`config.mk`:
```
export PLATFORM = sky130hd
export DESIGN_NAME = sws_ram
export DESIGN_NICKNAME = d
export VERILOG_FILES = /design/src/sv/sws_ram.sv
export SDC_FILE = /design/constraint.sdc
export NUM_CORES = 2
export LEC_CHECK = 0
export BUFFER_PORTS_ARGS = -buffer_cell sky130_fd_sc_hd__clkbuf_2
export CORE_ASPECT_RATIO = 0.8
export CORE_MARGIN = 8
export CORE_UTILIZATION = 55
export CTS_CLUSTER_DIAMETER = 100
export DETAILED_ROUTE_END_ITERATION = 8
export PLACE_DENSITY = 0.68
export SLEW_MARGIN = 20
export SYNTH_ARGS = -nofsm -noshare
export SYNTH_HDL_FRONTEND = slang
export SYNTH_SLANG_ARGS = --single-unit
```
`constraint.sdc`:
```
create_clock -name i_clk -period 5 [get_ports i_clk]
set_input_delay 0.5 -clock i_clk [delete_from_list [all_inputs] [get_ports i_clk]]
set_output_delay 0.5 -clock i_clk [all_outputs]
set_load 0.05 [all_outputs]
```
`src/sv/sws_ram.sv`:
```
// Generic single write port, single read port RAM with registered read data.
module sws_ram #(
    parameter int WIDTH = 24,
    parameter int DEPTH = 128
) (
    input  logic                     i_clk,
    input  logic                     i_we,
    input  logic [$clog2(DEPTH)-1:0] i_waddr,
    input  logic [WIDTH-1:0]         i_wdata,
    input  logic                     i_re,
    input  logic [$clog2(DEPTH)-1:0] i_raddr,
    output logic [WIDTH-1:0]         o_rdata
);
    logic [WIDTH-1:0] r_mem [DEPTH];
    logic [WIDTH-1:0] r_rdata;

    always_ff @(posedge i_clk) begin
        if (i_we) begin
            r_mem[i_waddr] <= i_wdata;
        end
        if (i_re) begin
            r_rdata <= r_mem[i_raddr];
        end
    end

    assign o_rdata = r_rdata;
endmodule

```
Yosys cells after proc, flatten, opt, wreduce, memory -nomap -nowiden:

Memory sizes are Yosys's and may differ from the RTL's. A register that Yosys moved wholly into a read port is not among the register bits.
Cells that the tools add are included.

* memories: 1
* input port bits: 41
* memory bits (writable): 3072
* output and inout bits: 24
* bits in registers: 0

Memory list
* r_mem: words 128, bits a word 24, rd ports 1, clocked after memory_dff 1, wr ports 1, line 14 `logic [WIDTH-1:0] r_mem [DEPTH];`

* multiplexer cells: 2

Operators by type and width (number)
* 1-bit two-way mux: 2

Depth between registers and ports, before layout:

* depth in word-level cells: 2
* mapped depth: 8

Worst setup path before layout:

OpenSTA, ideal clock, no wires.

* path kind: input port to flip-flop
* start: input i_raddr[0]
* end: register r_rdata[0], in the netlist o_rdata[0], read port of r_mem (data pin)
* path buffers: 3
* data arrival time: 3.017 ns
* stages: 7
* slack: 1.724 ns
* setup time: 0.260 ns
* cell sequence: clkbuf_1 -> buf_2 -> clkbuf_1 -> mux4_2 -> mux4_2 -> mux4_2 -> mux2_2

RTL lines
* start, declared: line 11 `input logic [$clog2(DEPTH)-1:0] i_raddr,`
* end, declared: line 15 `logic [WIDTH-1:0] r_rdata;`

==> results by group <==
Routing
  • WL per Instance: 37.4 um
  • Post-Route WL: 298000 um
  • DRT antenna net count: 0
  • Drt drc: 0
  • Vias per cell: 6.78
  • Via Count: 54100
  • First drt pass iteration count: 6
  • Number of DRC markers in iteration 0: 8516

Setup path
  • Worst EP arrival: 3.74 ns
  • Worst setup startpoint: i_raddr[0]
  • Cell family with most CP delay: multiplexers
  • Critical path class: input pin to flip-flop
  • Crit path capture type: flip-flop
  • Largest fanout on the critical path: 39
  • Reg2reg setup slack: 2.25 ns
  • Critical path buffers and inverters: 3
  • Worst-path cell chain: buf_12 > buf_12 > buf_12 > mux4_2 > mux4_2 > mux4_2 > mux2_2
  • Critical-path top delay cell: mux4_2
  • CP startpoint kind: input pin
  • Slowest Stage Delay on Critical Path: 0.66 ns
  • WP data required: 5.67 ns
  • Reg2reg start: r_mem[37][21]

STA
  • Clock skew: 0.0548 ns
  • Setup_tns: 0 ns
  • Worst-margin pin slew: 1.13 ns
  • # setup viols final: 0
  • Period Utilization, post-route: 61.3%
  • Final Critical Period: 3.06 ns
  • Headroom to the max-slew limit: 24.5%
  • Fmax: 326 MHz
  • RSZ-0062 raised after global routing: no
  • Hold Vio Cnt, Final: 0
  • Max-slew violations: 0
  • Hold slack: 0.0992 ns

Floorplan
  • Die height: 430 um
  • FP Rows: 152
  • Initial Utilization: 55.1%
  • Core Region: 0.214 mm^2
  • Die Wd: 533 um
  • I/O pin cnt: 65
  • Die area: 0.229 mm^2

Hold path
  • Hold Startpoint: i_wdata[23]
  • Hold/Removal Path Class: input pin to flip-flop

Layout
  • Number of nets in the layout: 4953
  • Area Growth Syn to Fin: 13.2%
  • Most frequent cells in the layout: edfxtp_1, mux4_2, clkbuf_16
  • Most common cell after layout, fill and taps aside: edfxtp_1
  • # fillers: 13800
  • Layout cells sized above 1: 36.5%

GRT
  • First-pass GRT wire length: 415000 um
  • Largest net degree at the start of global routing: 98
  • Initial antenna violation count: 31
  • GRT Total Usage: 25.9%
  • Grt ovf: 0
  • Vias in the first global route: 53200

Clock tree
  • TritonCTS clock tree: yes
  • Worst skew pair latency: 0.93 ns
  • CTS resizes: 0
  • Max H-tree Level: 5
  • TritonCTS Buffers: 308
  • Hold-fix buffers, CTS: 0
  • Clk slew on worst S/H paths: 0.06 ns
  • Clock Tree Root: clkbuf_16
  • Sink Count: 3096
  • Clock Path Buffers: 4
  • Post CTS Setup Buffer Count: 0

Place
  • Detailed placement HPWL: 169000 um
  • Gp weighted congestion: 0.819
  • Buffers on Ports: 64

Power
  • Sequential power share: 53.9%
  • PwrDens: 401 mW/mm^2
  • Comb pwr share: 5.2%
  • Clock power share: 40.9%
  • Switch Pwr: 0.0111 W
  • Pint: 0.0423 W
  • Leak pwr: 40.8 nW
  • Max VDD drop: 0.000417 V
  • Sw Share: 20.8%

Logic synthesis
  • Synthesized Nets: 4579
  • #FFs+latches synth: 3096
  • Share of the synthesized area in the top cell type: 79.0%
  • Avg Inst Size Synth: 25.9 um^2
  • Synth unique cells: 15
  • Mapped Cells: 4538
  • Top cells by area, synth: edfxtp_1, mux4_2, clkbuf_1
  • Top cell type by total area after synthesis: edfxtp_1
  • Post-synthesis cell area: 0.118 mm^2
  • Sequential-to-total area share from yosys stat: 79.0%
  • Synth warnings: 0

Run
  • Max-Cap Viols: 0

Run status
  • Status: finished clean
[area by class of cell]
cell class / count / area, um^2 / area share (%)
diodes: 10 / 25.0 / 0.0188
clock buffers: 368 / 8060 / 6.05
clock inverters: 155 / 1260 / 0.946
multi-input cells: 1202 / 24400 / 18.3
flip-flops and latches: 3096 / 93000 / 69.8
well taps: 2849 / 3560 / 2.68
repair buffers: 304 / 2830 / 2.13
[flip-flops by register name, summed over array words and instances (netlist names)]
| register | flops |
|---|---|
| r_mem | 3072 |
| o_rdata | 24 |
[through the flow]
step	cells	power (W)	util, %	cell area, um^2	setup slack [ns]
final	7984	0.0534	62.3	133000	1.94
after global routing	7974	0.0547	62.3	133000	1.94
after CTS	7972	0.0536	62.3	133000	1.98
after detailed placement	7449	0.0321	57.9	124000	0.980
after global placement	7441	0.0321	57.8	124000	0.994
after floorplan	4538	0.0307	-	118000	1.72
[layer usage]
layer / up-vias / GRT usage (%) / share of wire [%]
met5: - / 0 / 0.030
met4: 14 / 6.29 / 2.5
met3: 412 / 6.75 / 12
met2: 3354 / 38.5 / 46
met1: 29600 / 39.2 / 40
li1: 20700 / - / -
[kinds of logic (layout without fill, tap and decap cells)]
logic type | Yosys count | in the layout | share of synthesized area [%]
buffers and inverters | 240 | 827 | 0.836
flip-flops | 3096 | 3096 | 79.0
multiplexers | 1032 | 1032 | 19.5
other | 0 | 10 | 0
AND/OR/NAND/NOR | 170 | 170 | 0.593
[synthesized netlist by cell type, drive strengths merged]
cell    count
nand3      12
nand2b      2
nand4       3
clkbuf    151
buf        89
mux4     1008
nor3        9
nor2      122
nand2      14
or3         1
mux2       24
edfxtp   3096
nor2b       7
[path summary, 6_finish.rpt]
kind / to / cells past startpoint
worst max-delay path: o_rdata[5] / 7
worst min-delay path: r_mem[96][23] / 1
worst max register to register: o_rdata[21] / 4
worst min register to register: o_rdata[17] / 4
[power by group through the flow]
stage | registers [W] | logic, W | clock network [W]
after floorplan | 0.0293 | 0.00139 | 0
after global routing | 0.0287 | 0.00290 | 0.0230
after CTS | 0.0288 | 0.00279 | 0.0221
after global placement | 0.0293 | 0.00274 | 0
final | 0.0288 | 0.00279 | 0.0218
after detailed placement | 0.0293 | 0.00279 | 0
(Power assumes the default switching activity.)
