File: src/sv/sws_pkg.sv
// Shared types and constants for the sliding window statistics block.
package sws_pkg;

    localparam int FIELD_W = 24;
    localparam int COUNT_W = 8;
    localparam logic [COUNT_W-1:0] LEN_RESET = 8'd100;

    typedef enum logic [2:0] {
        ST_IDLE,
        ST_FETCH,
        ST_UPDATE,
        ST_LAUNCH,
        ST_RUN,
        ST_EMIT
    } t_top_state;

    typedef enum logic [2:0] {
        AR_IDLE,
        AR_MDIV,
        AR_SQ,
        AR_NQ,
        AR_VDIV,
        AR_SQRT
    } t_ar_state;

endpackage

File: src/sv/sws_minmax.sv
// Window walker: reads entries 0..count-1 and folds minimum and maximum.
module sws_minmax #(
    parameter int SAMPLE_BITS = 24,
    parameter int MAX_WINDOW  = 128
) (
    input  logic                          i_clk,
    input  logic                          i_rst_n,
    input  logic                          i_start,
    input  logic [sws_pkg::COUNT_W-1:0]   i_count,
    output logic                          o_re,
    output logic [$clog2(MAX_WINDOW)-1:0] o_raddr,
    input  logic [SAMPLE_BITS-1:0]        i_rdata,
    output logic                          o_done,
    output logic [SAMPLE_BITS-1:0]        o_min,
    output logic [SAMPLE_BITS-1:0]        o_max
);
    import sws_pkg::*;

    localparam int PW = $clog2(MAX_WINDOW);

    logic                   r_busy;
    logic                   r_pend;
    logic                   r_first;
    logic                   r_done;
    logic [COUNT_W-1:0]     r_idx;
    logic [COUNT_W-1:0]     r_n;
    logic [SAMPLE_BITS-1:0] r_lo;
    logic [SAMPLE_BITS-1:0] r_hi;
    logic                   issue;

    assign issue   = r_busy && (r_idx < r_n);
    assign o_re    = issue;
    assign o_raddr = PW'(r_idx);

    always_ff @(posedge i_clk) begin
        if (!i_rst_n) begin
            r_busy <= 1'b0;
            r_pend <= 1'b0;
            r_done <= 1'b0;
        end else begin
            r_done <= 1'b0;
            if (i_start) begin
                r_busy  <= 1'b1;
                r_pend  <= 1'b0;
                r_first <= 1'b1;
                r_idx   <= '0;
                r_n     <= i_count;
            end else if (r_busy) begin
                r_pend <= issue;
                if (issue) begin
                    r_idx <= r_idx + COUNT_W'(1);
                end
                if (r_pend) begin
                    r_first <= 1'b0;
                    if (r_first || i_rdata < r_lo) r_lo <= i_rdata;
                    if (r_first || i_rdata > r_hi) r_hi <= i_rdata;
                end
                if (!issue && !r_pend) begin
                    r_busy <= 1'b0;
                    r_done <= 1'b1;
                end
            end
        end
    end

    assign o_done = r_done;
    assign o_min  = r_lo;
    assign o_max  = r_hi;
endmodule

File: config.mk
export PLATFORM = sky130hd
export DESIGN_NAME = sws_minmax
export DESIGN_NICKNAME = d
export VERILOG_FILES = /design/src/sv/sws_pkg.sv /design/src/sv/sws_minmax.sv
export SDC_FILE = /design/constraint.sdc
export NUM_CORES = 1
export LEC_CHECK = 0
export ABC_CLOCK_PERIOD_IN_PS = 9090
export BUFFER_PORTS_ARGS = -buffer_cell sky130_fd_sc_hd__buf_4
export CAP_MARGIN = 20
export CORE_MARGIN = 5
export CORE_UTILIZATION = 55
export DETAILED_ROUTE_END_ITERATION = 8
export PLACE_DENSITY_LB_ADDON = 0.12
export SYNTH_ARGS = -nofsm -noshare
export SYNTH_HDL_FRONTEND = slang
export SYNTH_SLANG_ARGS = --single-unit
export TNS_END_PERCENT = 10
File: constraint.sdc
create_clock -name i_clk -period 9.09 [get_ports i_clk]
set_input_delay 0.909 -clock i_clk [delete_from_list [all_inputs] [get_ports i_clk]]
set_output_delay 0.909 -clock i_clk [all_outputs]
set_load 0.1 [all_outputs]
Yosys cells after proc, flatten, opt, wreduce, memory -nomap -nowiden
Index checks and enable logic that the tools add are counted.
- $add $sub $neg: 1
- $lt $le $gt $ge: 3
- mux-type cells: 8
- bitwise operators: 3
- reduce and logical (&&, ||, !) cells: 16
- operators by type and width (kind ; count):
    24-bit greater-than comparator ; 1
    24-bit < comparator ; 1
    8-bit two-way mux ; 2
    5-bit AND reduction ; 2
    8-bit by 1-bit adder with 8-bit output (second input constant) ; 1
    8-bit < comparator ; 1
    1-bit two-way mux ; 6
    3-bit AND reduction ; 2
    2-bit nonzero test ; 3
    1-bit inverter ; 3
    3-bit OR reduction ; 1
    1-bit logical AND ; 2
    1-bit zero test ; 2
    1-bit logical OR ; 2
    2-bit AND reduction ; 1
    2-bit OR reduction ; 1
- register bits after elaboration: 68
- input port bits: 35

Longest topological paths before layout
- depth in word-level cells: 7
- mapped depth: 7
- depth with buffers taken out: 7

Worst setup path before layout
Ideal clock, no wire load.
- kind: reg2reg
- from: reg r_lo[23], in the netlist o_min[23]
- to: reg r_lo[0], in the netlist o_min[0] (enable)
- data arrival time: 3.267 ns
- data required time: 8.670 ns
- slack: 5.403 ns
- cell stages (with the launch flop): 8
- buffers on the path: 0
- clock period less this slack: 3.687 ns
- cell sequence: edfxtp_1 inv_1 ha_1 nand4_2 nor4_4 a2111oi_2 a2bb2oi_1 a31oi_1
- word-level cells in the longest chain between the ends: 3
- ends and longest elaborated chain (item ; RTL line ; text):
    start, declared ; sws_minmax.sv:27 ; logic [SAMPLE_BITS-1:0] r_lo;
    start signal, assigned ; sws_minmax.sv:55 ; if (r_first || i_rdata < r_lo) r_lo <= i_rdata;
    24-bit < comparator ; sws_minmax.sv:55 ;
    1-bit logical OR ; sws_minmax.sv:55 ;
    5-bit AND reduction (no line) ; -- ;
Every way passes these cells.
A chain may end at the register's enable or synchronous reset.

Final worst setup path
- from: in i_rdata[19]
- to: reg r_lo[21], in the netlist o_min[21] (enable)
- word-level cells in the longest chain between the ends: 3
- ends and longest elaborated chain (item ; RTL line ; text):
    start, declared ; sws_minmax.sv:12 ; input logic [SAMPLE_BITS-1:0] i_rdata,
    24-bit < comparator ; sws_minmax.sv:55 ;
    1-bit logical OR ; sws_minmax.sv:55 ;
    5-bit AND reduction (no line) ; -- ;
Every way passes these cells.

==> flow_metrics.env <==
export IMPL_run_status="finished clean"
export IMPL_post_cts_repair_setup_buffers=0
export IMPL_timing_critical_path_required_ns=9.13
export IMPL_crit_reg2reg_launch="o_min[22]"
export IMPL_routed_wl_microns=7740
export IMPL_setup_worst_path_class="in2reg"
export IMPL_seq_power_share_pct=47.0
export IMPL_cts_hold_repair_buffers=0
export IMPL_layout_cell_area_non_filler_sq_mm=0.00472
export IMPL_design_final_nets=492
export IMPL_die_w_microns=92.3
export IMPL_worst_setup_path_startpoint="i_rdata[19]"
export IMPL_final_layout_size_suffix_gt1_share_pct=30.2
export IMPL_placed_area_sq_mm=0.00447
export IMPL_post_synth_inst_count=306
export IMPL_antenna_found_initial=0
export IMPL_ioPinCount=92
export IMPL_route_detailed_wl_per_inst_microns=15.9
export IMPL_max_vdd_ir_drop_mv=0.112
export IMPL_power_density_mw_per_mm2=161
export IMPL_timing_final_crit_period_ns=3.10
export IMPL_path_max_fanout=13
export IMPL_worst_path_buf_inv=2
export IMPL_cts_htree_levels=3
export IMPL_placement_rows=30
export IMPL_worst_path_max_delay_cell="sky130_fd_sc_hd__a31oi_2"
export IMPL_cap_violations=0
export IMPL_synth_main_ff_cell="sky130_fd_sc_hd__edfxtp_1"
export IMPL_globalRouteTotalUtil_pct=19.1
export IMPL_drt_iter0_drc=161
export IMPL_critical_path_max_stage_delay_ns=0.66
export IMPL_worst_slew_pin_transition_ns=0.800
export IMPL_intPower_mw=0.569
export IMPL_dr_pass1_iters=4
export IMPL_cts_resized=0
export IMPL_power_net_switching_mw=0.191
export IMPL_finalMaxSlewViolations=0
export IMPL_clk_insertion_delay_late_ns=0.35
export IMPL_portBuffers=91
export IMPL_grt_pass1_wl_microns=12700
export IMPL_power_switching_fraction_pct=25.1
export IMPL_fraction_of_power_consumed_by_the_clock_network_pct=40.4
export IMPL_syn_num_nets=396
export IMPL_period_utilisation_layout_pct=34.1
export IMPL_launch_instance_of_the_worst_min_delay_path="r_busy"
export IMPL_drc_errors=0
export IMPL_worstPathArrival_ns=3.14
export IMPL_ys_warn_count=0
export IMPL_cts_inserted_buffers=9
export IMPL_clock_skew_ns=0.0102
export IMPL_maximum_number_of_pins_on_one_net_before_global_route_repair=14
export IMPL_setup_repair_after_global_routing_missed_its_margin="no"
export IMPL_cp_top_family="compound AO/OA/AOI/OAI gates"
export IMPL_max_freq_mhz=323
export IMPL_total_power_mw=0.760
export IMPL_layout_area_overhead_vs_synth_pct=26.8
export IMPL_synth_seq_cells=68
export IMPL_filler_cell_count=501
export IMPL_clock_path_buffers=2
export IMPL_final_setup_tns_ns=0
export IMPL_p_leak_nw=2.18
export IMPL_synth_cell_type_count=42
export IMPL_synthesis_area_sq_mm=0.00372
export IMPL_vias_per_cell=5.30
export IMPL_crit_path_start_kind="input pin"
export IMPL_clock_sinks=68
export IMPL_placedCellCount=471
export IMPL_die_height_microns=92.3
export IMPL_cts_tree="yes"
export IMPL_number_of_synthesized_flops_with_an_enable_pin=65
export IMPL_max_slew_margin_pct=46.5
export IMPL_endpoint_kind="flop"
export IMPL_globalplace_congestion=0.841
export IMPL_drtAntennaViolNets=0
export IMPL_syn_area_per_cell_sq_um=12.2
export IMPL_final_instance_count_without_filler_cells=487
export IMPL_async_flop_share_pct=0
export IMPL_finish_utilization_pct=70.6
export IMPL_num_antenna_cells=0
export IMPL_dp_final_hpwl_microns=6100
export IMPL_initial_core_utilization_pct=55.7
export IMPL_first_global_vias=2693
export IMPL_critical_path_top_cell_by_count="sky130_fd_sc_hd__buf_4"
export IMPL_cp_cell_sequence="buf_4 > ha_1 > nand4_2 > nor4_4 > a2111oi_2 > a2bb2oi_1 > a31oi_2 > buf_4"
export IMPL_route_vias_total=2583
export IMPL_ys_seq_area_share_pct=54.1
export IMPL_core_area_sq_mm=0.00668
export IMPL_cts_root_buf="sky130_fd_sc_hd__clkbuf_8"
export IMPL_clk_pin_slew_ns=0.07
export IMPL_dieArea_sq_mm=0.00851
export IMPL_finalSetupViolations=0
export IMPL_comb_power_share_pct=12.7
export IMPL_min_path_type="reg2reg"
export IMPL_timing_final_hold_violations=0
export IMPL_remaining_global_route_overflow=0
==> worst register-to-register path, delay by kind of cell, from the launching register on <==
kind	cells	cell delay (ns)
compound gates	3	1.17
flops	1	0.44
simple gates	2	0.23
fa+ha+maj	1	0.24
buf+inv	2	0.43
==> area by class of cell <==
type / instances / area, sq um / area share (%)
Sequential cell: 68 / 2010 / 42.6
Multi-Input combinational cell: 172 / 1440 / 30.6
Inverter: 58 / 218 / 4.61
Clock inverter: 7 / 124 / 2.63
Tap cell: 80 / 100 / 2.12
Clock buffer: 9 / 124 / 2.63
Timing Repair Buffer: 93 / 698 / 14.8
==> per-stage QoR <==
step           hold slack [ns]  setup WS (ns)
2_1_floorplan            0.477           5.40
3_3_place_gp             0.519           5.65
6_report                 0.518           5.99
4_1_cts                  0.522           5.97
5_1_grt                  0.579           5.83
3_5_place_dp             0.507           5.60
==> power groups by stage <==
stage                     Sequential (mW)  Clock [mW]  Combinational [mW]
final                               0.357       0.307              0.0963
after global routing                0.358       0.324               0.105
after CTS                           0.357       0.313              0.0972
after detailed placement            0.364           0              0.0965
after global placement              0.364           0              0.0941
after floorplan                     0.369           0              0.0612
==> state kept, by name, indices dropped and copies added, names as in the netlist <==
signal	flops
r_busy	1
o_max	24
r_pend	1
o_min	24
r_first	1
r_idx	8
r_n	8
o_done	1
==> path summary, 6_finish.rpt <==
check | endpoint | slack [ns] | cells after the start
worst max-delay path | o_min[21] | 5.99 | 8
worst min-delay path | o_done | 0.52 | 2
worst max register to register | o_min[21] | 6.28 | 8
worst min register to register | o_done | 0.52 | 2
==> cells by family after synthesis <==
group	after synthesis	synth area share [%]
flops	68	54.1
buf+inv	66	7.36
fa+ha+maj	55	18.5
xor+xnor	6	1.41
compound gates	52	9.65
simple gates	59	9.04
==> per-layer routing <==
| metal | wire, microns | up-vias | global-route usage [%] | part of all wire (%) |
|---|---|---|---|---|
| met5 | 0 | - | 0 | 0 |
| met4 | 145 | 0 | 8.17 | 1.9 |
| met3 | 415 | 12 | 4.10 | 5.4 |
| met2 | 3830 | 74 | 32.0 | 49 |
| met1 | 3350 | 1217 | 23.7 | 43 |
| li1 | - | 1280 | - | - |
==> Yosys cell counts, types with 2 or more instances <==
cell type / instances / area share [%]
sky130_fd_sc_hd__a21oi_1: 19 / 2.6
sky130_fd_sc_hd__a211oi_2: 2 / 0.67
sky130_fd_sc_hd__nand2_1: 12 / 1.2
sky130_fd_sc_hd__o21a_1: 4 / 0.81
sky130_fd_sc_hd__o21ai_0: 4 / 0.54
sky130_fd_sc_hd__nor2b_1: 3 / 0.50
sky130_fd_sc_hd__nand4_1: 7 / 1.2
sky130_fd_sc_hd__inv_1: 58 / 5.8
sky130_fd_sc_hd__nand3_1: 10 / 1.3
sky130_fd_sc_hd__xnor2_1: 2 / 0.47
sky130_fd_sc_hd__ha_1: 55 / 18
sky130_fd_sc_hd__xor2_1: 4 / 0.94
sky130_fd_sc_hd__buf_4: 7 / 1.4
sky130_fd_sc_hd__a211oi_1: 2 / 0.40
sky130_fd_sc_hd__o211ai_1: 4 / 0.81
sky130_fd_sc_hd__nor3_1: 2 / 0.27
sky130_fd_sc_hd__a21o_1: 5 / 1.0
sky130_fd_sc_hd__and3_1: 2 / 0.34
sky130_fd_sc_hd__edfxtp_1: 65 / 52
sky130_fd_sc_hd__nor2_1: 13 / 1.3
sky130_fd_sc_hd__a2bb2oi_1: 2 / 0.47
sky130_fd_sc_hd__nand4_2: 2 / 0.67
sky130_fd_sc_hd__dfxtp_1: 3 / 1.6
==> cell usage in the layout, fill, tap and decap left out, types with 3 or more instances in the layout <==
master                       n
sky130_fd_sc_hd__bufinv_16   3
sky130_fd_sc_hd__nor2_1     13
sky130_fd_sc_hd__buf_4      93
sky130_fd_sc_hd__clkbuf_8    9
sky130_fd_sc_hd__xor2_1      4
sky130_fd_sc_hd__nand2_1    12
sky130_fd_sc_hd__o211ai_1    4
sky130_fd_sc_hd__dfxtp_1     3
sky130_fd_sc_hd__o21a_1      4
sky130_fd_sc_hd__nand3_1    10
sky130_fd_sc_hd__o21ai_0     4
sky130_fd_sc_hd__a21oi_1    19
sky130_fd_sc_hd__ha_1       55
sky130_fd_sc_hd__edfxtp_1   65
sky130_fd_sc_hd__a21o_1      5
sky130_fd_sc_hd__nand4_1     7
sky130_fd_sc_hd__nor2b_1     3
sky130_fd_sc_hd__inv_1      58
Note: power is estimated with default switching activity, not from simulation.
